[src/hw/rtl/half_block_ansi_pixel_encoder_assert.svh]
// ============================================================================
// Assertion macros for the half-block pixel encoder
// Concurrent checks on clk, gated off during reset; empty in synthesis.
// ============================================================================
`ifndef HALF_BLOCK_ANSI_PIXEL_ENCODER_ASSERT_SVH
`define HALF_BLOCK_ANSI_PIXEL_ENCODER_ASSERT_SVH

`ifndef SYNTH

// implication that must hold at every clock edge out of reset
`define HBE_ASSERT(lbl, prop) \
    lbl: assert property (@(posedge clk) disable iff (!rst_n) (prop)) \
        else $error("hbe assertion failed");

// condition that must never be true out of reset
`define HBE_ASSERT_NEVER(lbl, cond) \
    lbl: assert property (@(posedge clk) disable iff (!rst_n) !(cond)) \
        else $error("hbe forbidden condition");

`else

`define HBE_ASSERT(lbl, prop)
`define HBE_ASSERT_NEVER(lbl, cond)

`endif

`endif

[src/hw/rtl/hbe_pkg.sv]
// ============================================================================
// hbe_pkg
// Shared types, byte constants and the escape-sequence token table.
// ============================================================================
package hbe_pkg;

    // default depth of the command queue between front and back
    localparam int CMD_DEPTH = 2;

    // byte constants of the text stream
    localparam logic [7:0] CH_ESC   = 8'h1B;
    localparam logic [7:0] CH_LBRK  = 8'h5B;
    localparam logic [7:0] CH_SEMI  = 8'h3B;
    localparam logic [7:0] CH_M     = 8'h6D;
    localparam logic [7:0] CH_ZERO  = 8'h30;
    localparam logic [7:0] CH_TWO   = 8'h32;
    localparam logic [7:0] CH_THREE = 8'h33;
    localparam logic [7:0] CH_FOUR  = 8'h34;
    localparam logic [7:0] CH_EIGHT = 8'h38;
    localparam logic [7:0] CH_NL    = 8'h0A;
    localparam logic [7:0] GLYPH_B0 = 8'hE2;
    localparam logic [7:0] GLYPH_B1 = 8'h96;
    localparam logic [7:0] GLYPH_B2 = 8'h80;

    // token positions inside one item's byte sequence
    localparam int TOK_W = 5;
    localparam logic [TOK_W-1:0] TOK_SEQ_START = 5'd0;
    localparam logic [TOK_W-1:0] TOK_GLYPH     = 5'd24;
    localparam logic [TOK_W-1:0] TOK_GLYPH_END = 5'd26;
    localparam logic [TOK_W-1:0] TOK_NEWLINE   = 5'd27;

    // number of printed color channels (alpha is never printed)
    localparam int NUM_CHAN = 6;
    localparam int CHAN_W   = 3;

    // decimal form of one channel, left aligned: d0 printed first
    typedef struct packed {
        logic [1:0] len;
        logic [3:0] d0;
        logic [3:0] d1;
        logic [3:0] d2;
    } dec_t;

    // one work word from front to back
    typedef struct packed {
        logic                      need_seq;
        logic                      newline;
        dec_t [NUM_CHAN-1:0]       dec;
    } cmd_t;

    // one token: a literal byte or the digits of a channel
    typedef struct packed {
        logic              is_dig;
        logic [CHAN_W-1:0] chan;
        logic [7:0]        lit;
    } tok_t;

    // queue status seen by the front and the back
    typedef struct packed {
        logic full;
        logic empty;
    } q_status_t;

    function automatic tok_t tok_lit(input logic [7:0] b);
        tok_t t;
        t.is_dig = 1'b0;
        t.chan   = '0;
        t.lit    = b;
        return t;
    endfunction

    function automatic tok_t tok_dig(input logic [CHAN_W-1:0] c);
        tok_t t;
        t.is_dig = 1'b1;
        t.chan   = c;
        t.lit    = '0;
        return t;
    endfunction

    // ESC[38;2;R;G;B;48;2;R;G;Bm then the glyph and the newline
    function automatic tok_t seq_tok(input logic [TOK_W-1:0] idx);
        tok_t t;
        case (idx)
            5'd0:    t = tok_lit(CH_ESC);
            5'd1:    t = tok_lit(CH_LBRK);
            5'd2:    t = tok_lit(CH_THREE);
            5'd3:    t = tok_lit(CH_EIGHT);
            5'd4:    t = tok_lit(CH_SEMI);
            5'd5:    t = tok_lit(CH_TWO);
            5'd6:    t = tok_lit(CH_SEMI);
            5'd7:    t = tok_dig(3'd0);
            5'd8:    t = tok_lit(CH_SEMI);
            5'd9:    t = tok_dig(3'd1);
            5'd10:   t = tok_lit(CH_SEMI);
            5'd11:   t = tok_dig(3'd2);
            5'd12:   t = tok_lit(CH_SEMI);
            5'd13:   t = tok_lit(CH_FOUR);
            5'd14:   t = tok_lit(CH_EIGHT);
            5'd15:   t = tok_lit(CH_SEMI);
            5'd16:   t = tok_lit(CH_TWO);
            5'd17:   t = tok_lit(CH_SEMI);
            5'd18:   t = tok_dig(3'd3);
            5'd19:   t = tok_lit(CH_SEMI);
            5'd20:   t = tok_dig(3'd4);
            5'd21:   t = tok_lit(CH_SEMI);
            5'd22:   t = tok_dig(3'd5);
            5'd23:   t = tok_lit(CH_M);
            5'd24:   t = tok_lit(GLYPH_B0);
            5'd25:   t = tok_lit(GLYPH_B1);
            5'd26:   t = tok_lit(GLYPH_B2);
            5'd27:   t = tok_lit(CH_NL);
            default: t = tok_lit(CH_NL);
        endcase
        return t;
    endfunction

    // shift-and-add-3 binary to BCD, then drop leading zeros
    function automatic dec_t to_dec(input logic [7:0] v);
        logic [19:0] sh;
        dec_t        d;
        sh = {12'd0, v};
        for (int i = 0; i < 8; i++) begin
            if (sh[11:8] > 4'd4)
                sh[11:8] = sh[11:8] + 4'd3;
            if (sh[15:12] > 4'd4)
                sh[15:12] = sh[15:12] + 4'd3;
            if (sh[19:16] > 4'd4)
                sh[19:16] = sh[19:16] + 4'd3;
            sh = {sh[18:0], 1'b0};
        end
        if (v >= 8'd100) begin
            d.len = 2'd3;
            d.d0  = sh[19:16];
            d.d1  = sh[15:12];
            d.d2  = sh[11:8];
        end
        else if (v >= 8'd10) begin
            d.len = 2'd2;
            d.d0  = sh[15:12];
            d.d1  = sh[11:8];
            d.d2  = 4'd0;
        end
        else begin
            d.len = 2'd1;
            d.d0  = sh[11:8];
            d.d1  = 4'd0;
            d.d2  = 4'd0;
        end
        return d;
    endfunction

endpackage

[src/hw/rtl/hbe_front.sv]
// ============================================================================
// hbe_front
// Accepts pixel pairs, detects run breaks and converts colors to decimal.
// ============================================================================
module hbe_front (
    input  logic                  clk,
    input  logic                  rst_n,
    input  logic                  push,
    output logic                  full,
    input  logic [7:0]            upper_red,
    input  logic [7:0]            upper_green,
    input  logic [7:0]            upper_blue,
    input  logic [7:0]            upper_alpha,
    input  logic [7:0]            lower_red,
    input  logic [7:0]            lower_green,
    input  logic [7:0]            lower_blue,
    input  logic [7:0]            lower_alpha,
    input  logic                  row_end,
    input  logic                  frame_end,
    input  hbe_pkg::q_status_t    q_status,
    output logic                  cmd_push,
    output hbe_pkg::cmd_t         cmd
);

    logic [63:0] prev_pair_reg;
    logic        at_row_start_reg;
    logic [63:0] pair;

    assign full     = q_status.full;
    assign cmd_push = push && !q_status.full;

    // channel 0 in the low byte, alpha included for the run compare
    assign pair = {lower_alpha, lower_blue, lower_green, lower_red,
                   upper_alpha, upper_blue, upper_green, upper_red};

    // classify: color sequence needed, newline needed, decimal digits
    always_comb
    begin
        cmd.need_seq = at_row_start_reg || (pair != prev_pair_reg);
        cmd.newline  = row_end && !frame_end;
        cmd.dec[0]   = hbe_pkg::to_dec(upper_red);
        cmd.dec[1]   = hbe_pkg::to_dec(upper_green);
        cmd.dec[2]   = hbe_pkg::to_dec(upper_blue);
        cmd.dec[3]   = hbe_pkg::to_dec(lower_red);
        cmd.dec[4]   = hbe_pkg::to_dec(lower_green);
        cmd.dec[5]   = hbe_pkg::to_dec(lower_blue);
    end

    // run state
    always_ff @(posedge clk or negedge rst_n)
    begin
        if (!rst_n)
        begin
            prev_pair_reg    <= '0;
            at_row_start_reg <= 1'b1;
        end
        else if (cmd_push)
        begin
            prev_pair_reg    <= pair;
            at_row_start_reg <= row_end || frame_end;
        end
    end

endmodule

[src/hw/rtl/hbe_cmd_fifo.sv]
// ============================================================================
// hbe_cmd_fifo
// Short queue of work words between the front and the back.
// ============================================================================
module hbe_cmd_fifo #(
    parameter int DEPTH = hbe_pkg::CMD_DEPTH
) (
    input  logic                        clk,
    input  logic                        rst_n,
    input  logic                        wr_en,
    input  hbe_pkg::cmd_t               wr_data,
    input  logic                        rd_en,
    output hbe_pkg::cmd_t               rd_data,
    output hbe_pkg::q_status_t          status,
    output logic [$clog2(DEPTH+1)-1:0]  level
);

    localparam int PTR_W = (DEPTH > 1) ? $clog2(DEPTH) : 1;
    localparam int CNT_W = $clog2(DEPTH + 1);
    localparam logic [PTR_W-1:0] PTR_LAST = PTR_W'(DEPTH - 1);
    localparam logic [CNT_W-1:0] CNT_FULL = CNT_W'(DEPTH);

    hbe_pkg::cmd_t    mem [DEPTH];
    logic [PTR_W-1:0] wr_ptr_reg;
    logic [PTR_W-1:0] rd_ptr_reg;
    logic [CNT_W-1:0] cnt_reg;
    logic             do_wr;
    logic             do_rd;

    assign status.full  = (cnt_reg == CNT_FULL);
    assign status.empty = (cnt_reg == '0);
    assign level        = cnt_reg;
    assign do_wr        = wr_en && !status.full;
    assign do_rd        = rd_en && !status.empty;
    assign rd_data      = mem[rd_ptr_reg];

    // storage
    always_ff @(posedge clk)
    begin
        if (do_wr)
            mem[wr_ptr_reg] <= wr_data;
    end

    // pointers and fill count
    always_ff @(posedge clk or negedge rst_n)
    begin
        if (!rst_n)
        begin
            wr_ptr_reg <= '0;
            rd_ptr_reg <= '0;
            cnt_reg    <= '0;
        end
        else
        begin
            if (do_wr)
                wr_ptr_reg <= (wr_ptr_reg == PTR_LAST) ? '0 : wr_ptr_reg + 1'b1;
            if (do_rd)
                rd_ptr_reg <= (rd_ptr_reg == PTR_LAST) ? '0 : rd_ptr_reg + 1'b1;
            if (do_wr && !do_rd)
                cnt_reg <= cnt_reg + 1'b1;
            else if (do_rd && !do_wr)
                cnt_reg <= cnt_reg - 1'b1;
        end
    end

endmodule

[src/hw/rtl/hbe_back.sv]
// ============================================================================
// hbe_back
// Walks the token table for the head work word, one byte per cycle while popped.
// ============================================================================
module hbe_back (
    input  logic                clk,
    input  logic                rst_n,
    input  hbe_pkg::cmd_t       cmd,
    input  hbe_pkg::q_status_t  q_status,
    output logic                cmd_pop,
    output logic                empty,
    input  logic                pop,
    output logic [7:0]          out_byte,
    output logic                run_last
);

    logic [hbe_pkg::TOK_W-1:0] tok_reg;
    logic [1:0]                dig_reg;
    logic                      first_reg;
    logic                      out_valid_reg;
    logic [7:0]                out_byte_reg;
    logic                      run_last_reg;

    logic [hbe_pkg::TOK_W-1:0] tok_idx;
    logic [hbe_pkg::TOK_W-1:0] tok_end;
    hbe_pkg::tok_t             tok;
    hbe_pkg::dec_t             dd;
    logic [3:0]                digit;
    logic                      dig_last;
    logic                      item_last;
    logic [7:0]                byte_next;
    logic                      advance;

    // current token: item start point or saved position
    always_comb
    begin
        if (first_reg)
            tok_idx = cmd.need_seq ? hbe_pkg::TOK_SEQ_START : hbe_pkg::TOK_GLYPH;
        else
            tok_idx = tok_reg;
        tok_end   = cmd.newline ? hbe_pkg::TOK_NEWLINE : hbe_pkg::TOK_GLYPH_END;
        tok       = hbe_pkg::seq_tok(tok_idx);
        dd        = cmd.dec[tok.chan];
        case (dig_reg)
            2'd0:    digit = dd.d0;
            2'd1:    digit = dd.d1;
            default: digit = dd.d2;
        endcase
        dig_last  = (dig_reg == (dd.len - 2'd1));
        item_last = (tok_idx == tok_end);
        byte_next = tok.is_dig ? (hbe_pkg::CH_ZERO | {4'd0, digit}) : tok.lit;
    end

    assign advance  = !q_status.empty && (!out_valid_reg || pop);
    assign cmd_pop  = advance && item_last;
    assign empty    = !out_valid_reg;
    assign out_byte = out_byte_reg;
    assign run_last = run_last_reg;

    // sequencer position and output register
    always_ff @(posedge clk or negedge rst_n)
    begin
        if (!rst_n)
        begin
            tok_reg       <= '0;
            dig_reg       <= '0;
            first_reg     <= 1'b1;
            out_valid_reg <= 1'b0;
            out_byte_reg  <= '0;
            run_last_reg  <= 1'b0;
        end
        else if (advance)
        begin
            out_valid_reg <= 1'b1;
            out_byte_reg  <= byte_next;
            run_last_reg  <= item_last;
            if (item_last)
            begin
                first_reg <= 1'b1;
                dig_reg   <= '0;
            end
            else if (tok.is_dig && !dig_last)
            begin
                first_reg <= 1'b0;
                tok_reg   <= tok_idx;
                dig_reg   <= dig_reg + 2'd1;
            end
            else
            begin
                first_reg <= 1'b0;
                tok_reg   <= tok_idx + 1'b1;
                dig_reg   <= '0;
            end
        end
        else if (pop)
        begin
            out_valid_reg <= 1'b0;
        end
    end

endmodule

[src/hw/rtl/half_block_ansi_pixel_encoder.sv]
// An accepted pair is written into the command queue; the back then loads its bytes
// into a single output register, one byte per cycle while the consumer pops; a pair
// emits 3 or 4 bytes inside a run, up to 40 at a run start.
// The command queue lets the front take new pairs while the back emits bytes.
// Reset: rst_n (async, active low) empties the queue and output, clears the
// previous pair to zero and marks the next pair as a row start.
// ============================================================================
// half_block_ansi_pixel_encoder
// Turns pixel pairs into a truecolor terminal byte stream.
// ============================================================================
`include "half_block_ansi_pixel_encoder_assert.svh"

module half_block_ansi_pixel_encoder #(
    parameter int CMD_DEPTH = hbe_pkg::CMD_DEPTH
) (
    input  logic       clk,
    input  logic       rst_n,
    input  logic       push,
    output logic       full,
    input  logic [7:0] upper_red,
    input  logic [7:0] upper_green,
    input  logic [7:0] upper_blue,
    input  logic [7:0] upper_alpha,
    input  logic [7:0] lower_red,
    input  logic [7:0] lower_green,
    input  logic [7:0] lower_blue,
    input  logic [7:0] lower_alpha,
    input  logic       row_end,
    input  logic       frame_end,
    output logic       empty,
    input  logic       pop,
    output logic [7:0] out_byte,
    output logic       run_last
);

    localparam int LVL_W = $clog2(CMD_DEPTH + 1);

    hbe_pkg::cmd_t      front_cmd;
    hbe_pkg::cmd_t      head_cmd;
    hbe_pkg::q_status_t q_status;
    logic               cmd_push;
    logic               cmd_pop;
    logic [LVL_W-1:0]   q_level;

    hbe_front u_front (
        .clk         (clk),
        .rst_n       (rst_n),
        .push        (push),
        .full        (full),
        .upper_red   (upper_red),
        .upper_green (upper_green),
        .upper_blue  (upper_blue),
        .upper_alpha (upper_alpha),
        .lower_red   (lower_red),
        .lower_green (lower_green),
        .lower_blue  (lower_blue),
        .lower_alpha (lower_alpha),
        .row_end     (row_end),
        .frame_end   (frame_end),
        .q_status    (q_status),
        .cmd_push    (cmd_push),
        .cmd         (front_cmd)
    );

    hbe_cmd_fifo #(
        .DEPTH (CMD_DEPTH)
    ) u_fifo (
        .clk     (clk),
        .rst_n   (rst_n),
        .wr_en   (cmd_push),
        .wr_data (front_cmd),
        .rd_en   (cmd_pop),
        .rd_data (head_cmd),
        .status  (q_status),
        .level   (q_level)
    );

    hbe_back u_back (
        .clk      (clk),
        .rst_n    (rst_n),
        .cmd      (head_cmd),
        .q_status (q_status),
        .cmd_pop  (cmd_pop),
        .empty    (empty),
        .pop      (pop),
        .out_byte (out_byte),
        .run_last (run_last)
    );

    // queue never holds more words than its depth
    `HBE_ASSERT_NEVER(a_q_overfill, q_level > LVL_W'(CMD_DEPTH))
    // the back only retires a word that is in the queue
    `HBE_ASSERT_NEVER(a_pop_when_empty, cmd_pop && q_status.empty)
    // with no queued work and the output drained, nothing new appears
    `HBE_ASSERT(a_no_invented_byte, (q_status.empty && (empty || pop)) |=> empty)
    // a finished word leaves the queue exactly when its last byte is loaded
    `HBE_ASSERT(a_last_retires, cmd_pop |=> (!empty && run_last))

endmodule

[config.mk]
export PLATFORM = sky130hd
export DESIGN_NAME = half_block_ansi_pixel_encoder
export DESIGN_NICKNAME = d
export VERILOG_FILES = /design/src/hw/rtl/hbe_pkg.sv /design/src/hw/rtl/hbe_front.sv /design/src/hw/rtl/hbe_cmd_fifo.sv /design/src/hw/rtl/hbe_back.sv /design/src/hw/rtl/half_block_ansi_pixel_encoder.sv
export VERILOG_INCLUDE_DIRS = /design/src /design/src/hw/rtl
export SDC_FILE = /design/constraint.sdc
export NUM_CORES = 1
export LEC_CHECK = 0
export BUFFER_PORTS_ARGS = -buffer_cell sky130_fd_sc_hd__buf_2
export CAP_MARGIN = 20
export CORE_MARGIN = 1
export CORE_UTILIZATION = 55
export CTS_BUF_LIST = sky130_fd_sc_hd__clkbuf_2 sky130_fd_sc_hd__clkbuf_4 sky130_fd_sc_hd__clkbuf_8
export CTS_CLUSTER_DIAMETER = 150
export DETAILED_ROUTE_END_ITERATION = 8
export MAX_ROUTING_LAYER = met4
export PLACE_DENSITY = 0.73
export SLEW_MARGIN = 0
export SYNTH_ARGS = -nofsm -noshare
export SYNTH_HDL_FRONTEND = slang
export SYNTH_SLANG_ARGS = --single-unit
[constraint.sdc]
create_clock -name clk -period 6.3 [get_ports clk]
set_input_delay 0.63 -clock clk [delete_from_list [all_inputs] [get_ports clk]]
set_output_delay 0.63 -clock clk [all_outputs]
set_load 0.1 [all_outputs]
# Yosys cells after proc, flatten, opt, wreduce, memory -nomap -nowiden
# Memories as Yosys holds them, arrays and structs flattened.
# Cells that the tools add are included.
# op_classes
n_eq_ne,5
magnitude_cmp,55
bitwise,1
muxes,73
n_reduce_logical,24
addsub,49
# op_table
cell,count
14-bit 2-to-1 mux,13
4-bit 2-to-1 mux,42
"4-bit by 2-bit adder with 4-bit output, second input constant",30
"4-bit by 3-bit greater-than comparator with 1-bit output, second input constant",30
64-bit != test,1
"3-bit by 2-bit adder with 4-bit output, second input constant",12
"8-bit by 4-bit >= comparator with 1-bit output, second input constant",6
"8-bit by 7-bit >= comparator with 1-bit output, second input constant",6
14-bit binary-select mux with 3-bit select,1
"3-bit greater-than comparator, second input constant",12
5-bit 2-to-1 mux,3
1-bit logical AND,9
1-bit 2-to-1 mux,8
2-bit 2-to-1 mux,4
8-bit 2-to-1 mux,1
4-bit one-hot mux with 2 select lines,1
1-bit zero test,7
"5-bit by 1-bit adder with 5-bit output, second input constant",1
5-bit equality test,1
"2-bit by 1-bit adder with 2-bit output, second input constant",2
2-bit zero test,2
"3-bit by 4-bit less-than comparator with 1-bit output, second input constant",1
2-bit nonzero test,2
"2-bit by 1-bit subtractor with 2-bit output, second input constant",2
7 further kinds,10
# word_totals
regBits,87
n_memories,2
word_cells,220
in_bits,70
ram_bits,172
rom_bits,384
output_inout_bits,11
# memory_table
memory,depth,width,rd,rd_ports_with_merged_regs,wr,line,rtl
(name not given),32,12,1,0,0,hbe_pkg.sv:83,case (idx)
u_fifo.mem,2,86,1,0,1,hbe_cmd_fifo.sv:23,hbe_pkg::cmd_t mem [DEPTH];

# Longest topological paths before layout
# Gate-level depths: netlist of run 1.
# logic_depth
word_depth,12
mapped_depth,24
depth_no_buf,22

# Cells and area by module
# A second synthesis of run 1 with hierarchy kept.
# unflattened
hier_cells,1898
area_unflattened_um2,18536.5
# by_module_without_submodules
module,area_per_inst_um2,instances,cells_per_inst,seq_area_each_um2
hbe_front,9746.8,1,1346,1627.8
hbe_cmd_fifo,6523.8,1,287,5265.0
hbe_back,2265.9,1,265,451.7

# Worst setup path before layout of run 1
# OpenSTA, ideal clock, no wires.
# synth_path
path_type,input to register
startpoint,input port push
endpoint,"memory u_fifo.mem[0][0] in the netlist's numbering, enable pin"
stages,4
slack_ns,1.047
arrival_ns,4.722
required_time_ns,5.768
n_path_buf,2
setup_time_ns,0.532
path_cell_list,nand2_1 > clkbuf_1 > buf_1 > nor2_1
# synth_via
elab_chain_cells,4
# synth_rtl
item,line,rtl
start: declaration,half_block_ansi_pixel_encoder.sv:18,"input logic push,"
1-bit logical AND,hbe_front.sv:30,assign cmd_push = push && !q_status.full;
1-bit logical AND,hbe_cmd_fifo.sv:33,assign do_wr = wr_en && !status.full;
1-bit 2-to-1 mux,hbe_cmd_fifo.sv:40,if (do_wr)
1-bit 2-to-1 mux (not written as such),hbe_cmd_fifo.sv:41,mem[wr_ptr_reg] <= wr_data;
end: declaration,hbe_cmd_fifo.sv:23,
# Every way passes these cells.

==> impl_metrics.ini, run 1 <==
[clock_tree]
htree_levels = 2
cts_resized = 0
path_clk_slew_ns = 0.06
cts_setup_buffers = 0
clock-sinks = 259
cts_buffers = 43
clock_latency_ns = 0.56
cts_tree = yes
cts-root-buf = clkbuf_8
max-clock-path-buffers = 3

[sta]
slew_violations = 0
finalCritPeriodShare_pct = 77.7
worst_pin_slew_ns = 1.09
max-slew-margin-rel_pct = 26.7
rsz0062_at_grt = no
skew_ns = 0.0243
period_needed_ns = 4.90
finalHoldViolCount = 0
finalSetupViolCount = 0
holdWs_ns = 0.293
final.setup.tns_ns = 0
fmax_mhz = 204

[routing]
routedWlPerCell_um = 19.4
post-route-drc-count = 0
vias = 14100
drtIter0Drc = 1159
postRouteAntennaNets = 0
firstDrtPassIters = 7
finalWirelength_mm = 44.3
vias_per_cell = 6.19

[power]
p_per_area_nw_per_um2 = 388
pwr-share-comb_pct = 41.8
p_int_mw = 4.43
swShare_pct = 39.5
pwr-share-clk_pct = 21.0
leakagePower_nw = 7.42
p_seq_share_pct = 37.2
p_sw_mw = 2.89
peakVddDrop_mv = 0.222

[final_layout]
final_cells = 2285
drive_gt1_share_pct = 14.9
fin_nets = 1991
fin_util_pct = 61.1
largest_reg_flops = 172
area_growth_syn_to_layout_pct = 8.61

[critical_path]
crit_start = lower_red[5]
crit_type = in -> reg
crit_fanout = 11
worst_ep_required_time_ns = 6.55
r2r-start = u_back.tok_reg[0]
cp-end-kind = register
r2r-end = u_back.out_byte[0]
r2r_slack_ns = 1.77
worst-r2r-cell-count = 13
cp.arrival_ns = 5.15
critPathLaunchType = input pin

[logic_synthesis]
synth.most_common_cell = nand2_1
ys_seq_elements = 259
ys_seq_area_share_pct = 42.3
synth_area_per_cell_um2 = 9.57
ys.flop_type = edfxtp_1
synth_commonest_cells = nand2_1, edfxtp_1, o21ai_0
synth_area_leaders = edfxtp_1, dfrtp_1, nand2_1
yosys_warnings = 0
synth_top_area_cell = edfxtp_1
postSynth.asyncResetShare_pct = 33.6
syn_inst = 1812
synth.distinct_cells = 104
synth_fp_nets = 1950
synth_top_area_share_pct = 29.8
syn-cell-area_um2 = 17300
synth-edff-count = 172

[floorplan]
num_io_pins = 81
dieArea_um2 = 32300
start_util_pct = 56.3
die_w_um = 180
fp.dieH_um = 180
core-area_um2 = 30800
placementRows = 64

[hold_path]
whs_endpoint = u_front.prev_pair_reg[59]
holdPathStages = 3
worstHoldStart = lower_alpha[3]
worstHoldPathType = in -> reg

[outcome]
status = finished clean

[global_routing]
grt_pass1_wl_mm = 70.0
grt_pass1_vias = 13300
grt_overflow_total = 0
grt_max_degree = 68
grtUsageTotal_pct = 28.1
antenna_found_initial = 1

[place]
place_congestion = 0.956
numPortBuffers = 80
dp_hpwl_mm = 32.5
dp.cells = 2202

[flow_run]
drv_cap = 0
==> area by class of cell <==
type,instances,area (µm²)
fill,2570,12000
multi-input combinational,1346,9180
sequential,259,7350
clock buffer,69,812
timing repair buffer,94,510
tap,396,495
inverter,109,409
clock inverter,11,91.3
antenna,1,2.50
==> per-layer routing <==
layer | up-vias | wire length (µm) | global-route usage [%]
li1 | 6803 | - | -
met1 | 6740 | 19700 | 37.4
met2 | 491 | 19900 | 42.8
met3 | 105 | 3090 | 5.02
met4 | 0 | 1610 | 11.2
met5 | - | 0 | -
==> power by group through the flow <==
stage | sequential [mW] | clock, mW | combinational (mW)
after detailed placement | 2.75 | 0 | 3.03
final | 2.72 | 1.54 | 3.06
after CTS | 2.72 | 1.56 | 3.05
after global routing | 2.78 | 1.63 | 3.35
after floorplan | 2.83 | 0 | 2.19
after global placement | 2.73 | 0 | 2.97
==> cell usage in the layout (no fill, tap or decap), drive strengths merged, types with 52 or more instances in the layout <==
cell,synthesis,routed
o22ai,52,52
a21oi,101,101
nor2,118,118
clkbuf,55,69
inv,109,110
buf,43,93
dfrtp,85,85
nand2,259,259
ha,68,68
o21ai,165,165
edfxtp,172,172
==> how the worst max path moves through the flow <==
stage	end	slack, ns	cells past startpoint
6_report	u_fifo.mem[0][48]	1.40	17
5_1_grt	u_fifo.mem[1][48]	1.01	17
4_1_cts	u_fifo.mem[1][48]	1.48	17
3_5_place_dp	u_fifo.mem[0][48]	0.93	17
3_3_place_gp	u_fifo.mem[0][48]	1.09	17
2_1_floorplan	u_fifo.mem[0][0]	1.05	4
==> cell families after synthesis <==
group / Yosys count / synth area share (%)
DFF: 259 / 42.3
xor gates and xnor gates: 78 / 4.07
buffers and inverters: 207 / 4.94
and+or+nand+nor: 589 / 15.8
AOI/OAI and AO/OA: 544 / 21.1
muxes: 66 / 6.81
adders and majority gates: 69 / 4.96
==> what timing repair did <==
action                                 4_1_cts  5_1_grt
hold buffers                                 1        0
setup endpoints to repair                    0        0
endpoints found under the hold margin       21        0
==> worst max-delay path, stage by stage <==
cell and delay (ns):
buf_2 0.18, inv_1 0.08, ha_1 0.24, inv_1 0.06, ha_1 0.28, or2_1 0.18
a21oi_1 0.11, o21ai_0 0.86, a21oi_1 0.14, o31ai_1 0.35, ha_1 0.41, nor3_1 0.10
a221o_1 0.30, a311oi_1 0.64, o21ai_0 0.16, a21oi_1 0.27, o22ai_1 0.14
==> metrics by stage <==
stage                     worst slack [ns]  area, µm²  total power [mW]
after detailed placement             0.932      17900              5.78
final                                 1.40      18800              7.32
after global routing                  1.01      18800              7.76
after global placement                1.09      17900              5.70
after floorplan                       1.05      17300              5.01
after CTS                             1.48      18800              7.33
No activity file was read; power rests on OpenSTA's default activity.
==> run 2: changes to the inputs <==
Clock period 6.3 ns to 4.7 ns, I/O delays scaled along.
==> impl_metrics.ini, run 2 (synthesized netlist as in run 1, its figures left out) <==
[routing]
vias = 14300
postRouteAntennaNets = 0
finalWirelength_mm = 44.9
vias_per_cell = 6.17
drtIter0Drc = 1403
routedWlPerCell_um = 19.4
post-route-drc-count = 3
firstDrtPassIters = 9

[power]
p_sw_mw = 3.90
p_per_area_nw_per_um2 = 523
p_seq_share_pct = 35.9
power.total_mw = 10.0
pwr-share-comb_pct = 42.1
leakagePower_nw = 7.63
p_int_mw = 6.14
pwr-share-clk_pct = 22.0
peakVddDrop_mv = 0.311
swShare_pct = 38.8

[sta]
skew_ns = 0.0366
finalHoldViolCount = 0
slew_violations = 0
finalSetupViolCount = 0
final.setup.tns_ns = 0
worst_slack_ns = 0.408
period_needed_ns = 4.29
rsz0062_at_grt = no
max-slew-margin-rel_pct = 29.5
finalCritPeriodShare_pct = 91.3
worst_pin_slew_ns = 1.06
fmax_mhz = 233

[place]
numPortBuffers = 80
dp_slack_ns = -0.0585
dp_hpwl_mm = 32.8
place_congestion = 0.940

[critical_path]
cp.arrival_ns = 4.63
r2r_slack_ns = 0.62
path_delay_family = simple AND/OR/NAND/NOR gates
cpMaxStageDelayCell = nor3_2
cp-end-kind = register
worst-r2r-cell-count = 14
path_cells = buf_2 > inv_1 > ha_1 > ha_1 > and3b_1 > o21a_1 > nor3_2 > nor2_1 > o31ai_1 > ha_1 > nand2_1 > nor3_1 > mux2i_1 > o22ai_1 > xnor2_1 > inv_1 > ha_1 > a21o_1 > and2_0 > a211oi_1
cp_num_buf_inv = 3
slowest_delay_ns = 0.50
crit_fanout = 9
worst_ep_required_time_ns = 5.04
crit_top_cell = ha_1
r2r-end = u_back.out_byte[0]
critPathLaunchType = input pin
crit_type = in -> reg
r2r-start = u_back.tok_reg[0]

[clock_tree]
clock-sinks = 259
cts_buffers = 43
cts_setup_buffers = 0
cts_tree = yes
clock_latency_ns = 0.57
cts_resized = 0
htree_levels = 2
max-clock-path-buffers = 3
ctsHoldBuffers = 0
cts-root-buf = clkbuf_8
path_clk_slew_ns = 0.07

[final_layout]
multi_input_area_um2 = 9180
antenna_cells = 0
fin_nets = 2033
fin_util_pct = 62.3
seq_area_um2 = 7350
nFillCells = 2535
layout_common_cells = nand2_1, edfxtp_1, o21ai_0
area_growth_syn_to_layout_pct = 10.7
largest_reg_flops = 172
final_common_cell = nand2_1
drive_gt1_share_pct = 16.4

[hold_path]
worstHoldPathType = in -> async

[floorplan]
core-area_um2 = 30800
num_io_pins = 81
die_w_um = 180
dieArea_um2 = 32300
start_util_pct = 56.3
placementRows = 64
fp.dieH_um = 180

[global_routing]
grt_pass1_wl_mm = 71.6
grt_max_degree = 87
antenna_found_initial = 1
grt_overflow_total = 0
grt_pass1_vias = 13400
grtUsageTotal_pct = 28.7

[outcome]
violations = DRC
status = complete, but fails checks

[flow_run]
drv_cap = 0
[run 2: cell count changes in the layout (fill, tap and decap cells not counted), moves of 2 or more]
cell / previous run / this run
clkinv_1: 5 / 8
bufinv_16: 1 / 6
buf_4: 14 / 55
buf_12: 0 / 2
clkbuf_4: 22 / 12
clkbuf_8: 47 / 44
clkinv_2: 2 / 4
[run 2: metal layers]
layer | track usage [%] | wire (µm)
met2 | 43.0 | 20200
met3 | 4.42 | 3130
met5 | - | 0
met1 | 39.7 | 20200
met4 | 9.97 | 1390
[run 2: worst max-delay path by stage]
stage,end,depth (start not counted),slack (ns),from
after detailed placement,u_fifo.mem[1][80],20,-0.06,lower_blue[5]
final,u_fifo.mem[0][80],20,0.41,lower_blue[5]
after global routing,u_fifo.mem[1][80],20,0.09,lower_blue[5]
after global placement,u_fifo.mem[1][53],21,0.19,lower_red[6]
after CTS,u_fifo.mem[1][80],20,0.46,lower_blue[5]
after floorplan,u_fifo.mem[0][0],5,-0.47,u_fifo.level[0]
[run 2: final cells by class]
type / count / share of cell area, %
timing repair buffer: 136 / 4.42
inverter: 109 / 2.13
sequential: 259 / 38.2
tap: 396 / 2.58
clock inverter: 19 / 1.24
clock buffer: 56 / 3.62
multi-input combinational: 1346 / 47.8
[run 2: metrics by stage]
stage,cells,cell area (µm²),hold WS [ns]
final,2321,19200,0.00890
after global routing,2321,19200,0.0557
after CTS,2321,19200,0.0265
after detailed placement,2246,18300,0.466
after global placement,2246,18300,0.455
after floorplan,1812,17300,0.174
[run 2: power groups by stage]
stage          logic, mW  registers (mW)  clock network, mW
2_1_floorplan       2.93            3.79                  0
4_1_cts             4.21            3.60               2.25
5_1_grt             4.62            3.68               2.35
6_report            4.23            3.60               2.21
3_5_place_dp        4.19            3.65                  0
3_3_place_gp        4.12            3.61                  0
